[src/hw/rtl/gcd_pkg.sv]
// Shared constants, tables and rounding helpers for the great-circle distance core.
package gcd_pkg;

    localparam int CORDIC_STAGES_DEF = 24;

    // Coordinate differences fit 26-bit two's complement.
    localparam int DIFF_W = 26;
    // Binary angles, 2^32 units per turn.
    localparam int ANG_W = 32;
    // CORDIC datapath width with headroom for the gain and the angle sum.
    localparam int CW = 34;
    // Square-root result bits (Q30 value up to 1.0).
    localparam int ROOT_W = 31;
    // Width of one entry in the degree-to-angle remainder table.
    localparam int FRAC_W = 13;
    localparam int DIV45_N = 45;

    localparam logic [26:0] RECIP_45 = 27'd95443717;
    localparam logic signed [CW-1:0] CORDIC_GAIN = CW'(652032874);
    localparam logic signed [CW-1:0] ONE_Q30 = CW'(1073741824);
    localparam logic [29:0] PI_Q28 = 30'd843314857;
    localparam logic [15:0] RADIUS_RESET = 16'd6371;

    localparam logic [0:0] REG_RADIUS = 1'b0;

    function automatic logic [29:0] atan_turns(input logic [4:0] idx);
        logic [29:0] v;
        case (idx)
            5'd0: v = 30'd536870912;
            5'd1: v = 30'd316933406;
            5'd2: v = 30'd167458907;
            5'd3: v = 30'd85004756;
            5'd4: v = 30'd42667331;
            5'd5: v = 30'd21354465;
            5'd6: v = 30'd10679838;
            5'd7: v = 30'd5340245;
            5'd8: v = 30'd2670163;
            5'd9: v = 30'd1335087;
            5'd10: v = 30'd667544;
            5'd11: v = 30'd333772;
            5'd12: v = 30'd166886;
            5'd13: v = 30'd83443;
            5'd14: v = 30'd41722;
            5'd15: v = 30'd20861;
            5'd16: v = 30'd10430;
            5'd17: v = 30'd5215;
            5'd18: v = 30'd2608;
            5'd19: v = 30'd1304;
            5'd20: v = 30'd652;
            5'd21: v = 30'd326;
            5'd22: v = 30'd163;
            5'd23: v = 30'd81;
            5'd24: v = 30'd41;
            5'd25: v = 30'd20;
            5'd26: v = 30'd10;
            5'd27: v = 30'd5;
            5'd28: v = 30'd3;
            5'd29: v = 30'd1;
            5'd30: v = 30'd1;
            default: v = 30'd0;
        endcase
        return v;
    endfunction

    // Entry b holds round((b << shift) / 45) for b in 0..44; built at elaboration.
    function automatic logic [DIV45_N*FRAC_W-1:0] frac_table(input int shift);
        logic [DIV45_N*FRAC_W-1:0] tbl;
        int v;
        tbl = '0;
        for (int b = 0; b < DIV45_N; b++)
        begin
            v = ((b << shift) + 22) / DIV45_N;
            tbl[b*FRAC_W +: FRAC_W] = FRAC_W'(v);
        end
        return tbl;
    endfunction

    // Q30 rounding of a product, halves away from zero.
    function automatic logic signed [31:0] rnd_q30(input logic signed [63:0] p);
        logic [63:0] mag;
        logic [63:0] r;
        mag = p[63] ? 64'(-p) : 64'(p);
        r = (mag + 64'(1 << 29)) >> 30;
        return p[63] ? -signed'(32'(r)) : signed'(32'(r));
    endfunction

endpackage

[src/hw/rtl/gcd_isqrt.sv]
// Pipelined integer square root of a Q30 value, one result bit per stage.
module gcd_isqrt (
    input  logic                          clk,
    input  logic                          rst_n,
    input  logic                          ce,
    input  logic                          vld_in,
    input  logic [gcd_pkg::ROOT_W-1:0]    v_in,
    output logic                          vld_out,
    output logic [gcd_pkg::ROOT_W-1:0]    root_out
);
    import gcd_pkg::*;

    localparam int NW = 2 * ROOT_W;

    logic [NW-1:0]     rem_reg  [ROOT_W];
    logic [ROOT_W-1:0] root_reg [ROOT_W];
    logic [ROOT_W-1:0] vld_reg;

    generate
        for (genvar s = 0; s < ROOT_W; s++)
        begin : g_stage
            localparam int J = ROOT_W - 1 - s;
            logic [NW-1:0]     remc;
            logic [ROOT_W-1:0] rc;
            logic [NW-1:0]     trial;
            logic              vc;
            if (s == 0)
            begin : g_first
                assign remc = NW'(v_in) << (ROOT_W - 1);
                assign rc   = '0;
                assign vc   = vld_in;
            end
            else
            begin : g_rest
                assign remc = rem_reg[s-1];
                assign rc   = root_reg[s-1];
                assign vc   = vld_reg[s-1];
            end

            // Remainder stays n - r*r; try setting bit J of the root.
            assign trial = (NW'(rc) << (J + 1)) + (NW'(1) << (2 * J));

            always_ff @(posedge clk or negedge rst_n)
            begin
                if (!rst_n)
                begin
                    vld_reg[s] <= 1'b0;
                end
                else if (ce)
                begin
                    vld_reg[s] <= vc;
                end
            end

            always_ff @(posedge clk)
            begin
                if (ce)
                begin
                    if (remc >= trial)
                    begin
                        rem_reg[s]  <= remc - trial;
                        root_reg[s] <= rc | (ROOT_W'(1) << J);
                    end
                    else
                    begin
                        rem_reg[s]  <= remc;
                        root_reg[s] <= rc;
                    end
                end
            end
        end
    endgenerate

    assign vld_out  = vld_reg[ROOT_W-1];
    assign root_out = root_reg[ROOT_W-1];

endmodule

[config.mk]
export PLATFORM = sky130hd
export DESIGN_NAME = gcd_isqrt
export DESIGN_NICKNAME = d
export VERILOG_FILES = /design/src/hw/rtl/gcd_pkg.sv /design/src/hw/rtl/gcd_isqrt.sv
export SDC_FILE = /design/constraint.sdc
export NUM_CORES = 2
export LEC_CHECK = 0
export ABC_AREA = 0
export BUFFER_PORTS_ARGS = -buffer_cell sky130_fd_sc_hd__buf_2
export CORE_ASPECT_RATIO = 2
export CORE_MARGIN = 5
export CORE_UTILIZATION = 69
export CTS_BUF_LIST = sky130_fd_sc_hd__clkbuf_4 sky130_fd_sc_hd__clkbuf_8 sky130_fd_sc_hd__clkbuf_16
export CTS_CLUSTER_SIZE = 30
export DETAILED_ROUTE_END_ITERATION = 10
export GPL_ROUTABILITY_DRIVEN = 0
export PLACE_DENSITY = 0.84
export SETUP_SLACK_MARGIN = 0.02
export SLEW_MARGIN = 20
export SYNTH_ARGS = -nofsm -noshare
export SYNTH_HDL_FRONTEND = slang
export SYNTH_SLANG_ARGS = --single-unit
[constraint.sdc]
create_clock -name clk -period 8.7 [get_ports clk]
set_input_delay 0.87 -clock clk [delete_from_list [all_inputs] [get_ports clk]]
set_output_delay 0.87 -clock clk [all_outputs]
set_load 0.005 [all_outputs]
==> metrics.md <==
| Metric | Value |
|---|---|
| Worst Tran Pin Value | `1307 ps` |
| CTS buffer count | `approximately 140` |
| Synthesized area per cell | `around 11 µm²` |
| Part of the power in registers | `47.0%` |
| Slew margin rel. | `12.84%` |
| Final setup violation count | `0` |
| Vias | `63380` |
| Worst-path clk slew | `around 70 ps` |
| Port-buffer cells | `66` |
| Proportion of synthesized chip area in sequential cells | `56.27%` |
| Max Clock Skew | `between 40 and 50 ps` |
| Synth Area in Compound Gates | `11.51%` |
| Vias in the first global route | `67800` |
| Hold Buf Count CTS | `0` |
| Ys async rst share | `1.842%` |
| FF+latch count, synth | `1683` |
| Yosys warning total | `0` |
| Xor-xnor portion of the synthesized cell area | `7.640%` |
| Avg WL per Cell | `22.92 µm` |
| Power share of the clock group | `between 20% and 30%` |
| Ys flop type | `edfxtp_1` |
| Synthesized instance count | `7841` |
| Most common cell after layout, fill and taps aside | `edfxtp_1` |
| Area growth syn-to-layout | `8.051%` |
| Die height | `519.4 µm` |
| Setup tns final | `0 ps` |
| Num ports | `67` |
| PnR worst setup slack | `3585 ps` |
| Crit share post-route | `58.79%` |
| Total length of routed wires | `223400 µm` |
| Root Buffer | `clkbuf_16` |
| Final hold slack | `approximately 80 ps` |
| Vias per std cell | `approximately 6.5` |
| PwrDens | `250.6 nW/µm²` |
| Max Fclk | `between 150 and 200 MHz` |
| DRC | `0` |
| CP max stage delay | `about 800 ps` |
| Status | `finished, final reports clean` |
| Worst setup EP type | `flip-flop` |
| Post-DRT Antenna Nets | `0` |
| Arrival time of the worst setup path | `approximately 5600 ps` |
| Max IR drop VDD | `about 0.00024 V` |
| Largest net degree at the start of global routing | `186` |
| Pint | `between 15 and 20 mW` |
| Post-CTS Resized | `0` |
| Psw | `7.737 mW` |
| Switching part of the total power | `31.91%` |
| Drt first pass iters | `8` |
| Critical Path Source Type | `flip-flop` |
| Worst Setup Path Type | `flip-flop to flip-flop` |
| First-pass GRT wire length | `342200 µm` |
| H-tree levels | `4` |
| Comb pwr share | `25.6%` |
| CP most frequent cell | `inv_1` |
| Max-slew violation total from the final report | `0` |
| Critical Path, Cell by Cell | `inv_1 > ha_1 > inv_1 > fa_1 > nor2b_1 > o2111ai_1 > and3_1 > o31ai_1 > a41oi_1 > o21a_1 > inv_1 > nand4b_1 > nor3_1 > xor2_1` |
| Synth Cell Area | `89530 µm²` |
| Unrepaired setup endpoints after global routing | `no` |
| Commonest non-fill, non-tap cells in the layout | `1652 x edfxtp_1, 680 x nand2_1, 621 x inv_1, 519 x o21ai_0, 494 x ha_1` |
| Syn nets | `8384` |
| Simple-Gate Fraction of Synth Area | `about 13%` |
| Post-synthesis mux area share | `1.086%` |
| Setup Buffers After CTS | `0` |
| Reg area | `50380 µm²` |
| Largest family of logic cells by synthesized area | `simple AND/OR/NAND/NOR gates` |
| Tot GR Track Use | `31.76%` |
| First DRT Iteration DRCs | `4529` |
| Slowest cell on the critical path | `o31ai_1` |
| Tmin final | `~5100 ps` |
| WP data required | `9230 ps` |
| Worst-Skew Late Latency | `810 ps` |
| Final hold vios | `0` |
| CTS tree | `done` |
| Layout fillers | `7817` |
| Die Wd | `264.7 µm` |
| Critical path fanouts, max | `12` |
| Share of cells above drive strength 1 | `under 10%` |
| Hold Path Class | `input port to async pin` |
| Die ar. | `137500 µm²` |
| Core Area | `129400 µm²` |
| Max Cap Viol | `0` |
| Detailed Place HPWL | `165600 µm` |
| Initial antenna violation count | `3` |
| Number of synthesized flops with an enable pin | `1652` |
| Max reg flops | `1156` |
| Final #Nets | `around 8500` |
| Initial Utilization | `69.20%` |
| Sinks on Clock Net | `about 1700` |
| Site row count | `187` |
| Pre-CTS WS | `3620 ps` |
| Lkg Pwr | `roughly 37 nW` |
| GR Overflow Total | `0` |
| Multi-input gate area | `approximately 36000 µm²` |
| Synth cell types | `85` |
| Synth Area in Adders | `around 7.2%` |
| Clock buffer depth | `3` |
## path summary, 6_finish.rpt
| path | start | end | slack (ps) | depth (start not counted) |
|---|---|---|---|---|
| max in group asynchronous | rst_n | g_stage[8].vc | 8210 | 1 |
| hold reg to reg | root_reg[1][236] | root_reg[1][267] | 430 | 0 |
| min in group clk | v_in[18] | rem_reg[0][48] | 220 | 1 |
| setup / recovery | root_reg[1][284] | rem_reg[1][679] | 3590 | 14 |
| setup reg to reg | root_reg[1][284] | rem_reg[1][679] | 3590 | 14 |
| hold / removal | rst_n | g_stage[15].vc | 80 | 1 |
## routing by layer
layer / GRT usage [%] / up-vias / share of wire, %
met2: 64.12 / 2787 / 57
met1: 23.93 / 30330 / 27
met4: 29.68 / 0 / 12
li1: - / 28960 / -
met5: 0 / - / 0
met3: 4.685 / 1307 / 4.3
## cells by family (layout without fill, tap and decap cells)
family | count (synthesis) | in the layout
simple gates | 2315 | 2315
mux | 86 | 86
other cells | 0 | 5
xor+xnor | 781 | 781
flops | 1683 | 1683
fa+ha+maj | 508 | 508
compound gates | 1657 | 1657
buf+inv | 811 | 1009
## cell usage after synthesis (16+ instances only)
cell / number / area share (%)
nor2b_1: 64 / 0.45
a21o_1: 182 / 1.5
mux2_2: 77 / 0.97
nand2b_1: 92 / 0.64
nand4b_1: 16 / 0.16
o211ai_1: 32 / 0.27
or2_2: 50 / 0.35
nor4_1: 160 / 1.1
a211oi_1: 47 / 0.39
xor2_1: 384 / 3.8
o31a_1: 17 / 0.17
nand3b_1: 30 / 0.25
nor3_1: 232 / 1.3
o21ai_0: 521 / 2.9
o41ai_1: 16 / 0.16
nand2_1: 680 / 2.9
a21boi_0: 20 / 0.17
nor2_1: 486 / 2.0
nand3_1: 128 / 0.72
and2_1: 32 / 0.22
edfxtp_1: 1652 / 55
o21bai_1: 49 / 0.41
clkbuf_1: 181 / 0.76
nor4b_1: 21 / 0.21
or3_1: 89 / 0.62
nand4_1: 81 / 0.57
ha_1: 494 / 6.9
o31ai_1: 45 / 0.38
inv_1: 621 / 2.6
a31oi_1: 42 / 0.29
or4_1: 68 / 0.57
a21oi_1: 431 / 2.4
xnor2_1: 397 / 3.9
o21a_1: 90 / 0.75
dfrtp_1: 31 / 0.87
and3_1: 29 / 0.20
## worst max-delay path, delay by kind of cell, from the launching register on
family          cells  cell delay [ps]
xor+xnor            1              100
fa+ha+maj           2              590
simple gates        4             1000
buf+inv             3              680
compound gates      4             2080
flops               1              380
## power groups by stage
stage,sequential (mW),combinational [mW],clock (mW)
floorplan,11.2,4.52,0
CTS,11.4,6.10,6.65
finish,11.4,6.22,6.63
detailed placement,11.5,6.03,0
global placement,11.4,5.77,0
global route,11.5,6.76,7.00
## layout make-up
class	instances	share of cell area [%]
Antenna cell	5	0.01293
Clock inverter	93	1.032
Tap cell	1701	2.200
Clock buffer	172	3.985
Timing Repair Buffer	123	0.8381
Sequential cell	1683	52.08
Inverter	621	2.410
Multi-Input combinational cell	5347	37.44
## stage by stage
stage | std cells | power (mW) | instance area [µm²] | utilization [%]
after floorplan | 7841 | 15.71 | 89530 | -
after global placement | 9473 | 17.19 | 91810 | 70.96
after detailed placement | 9474 | 17.54 | 91830 | 70.98
after CTS | 9739 | 24.10 | 96690 | 74.73
after global routing | 9741 | 25.23 | 96730 | 74.76
final | 9745 | 24.24 | 96740 | 74.77
(Power assumes the default switching activity.)
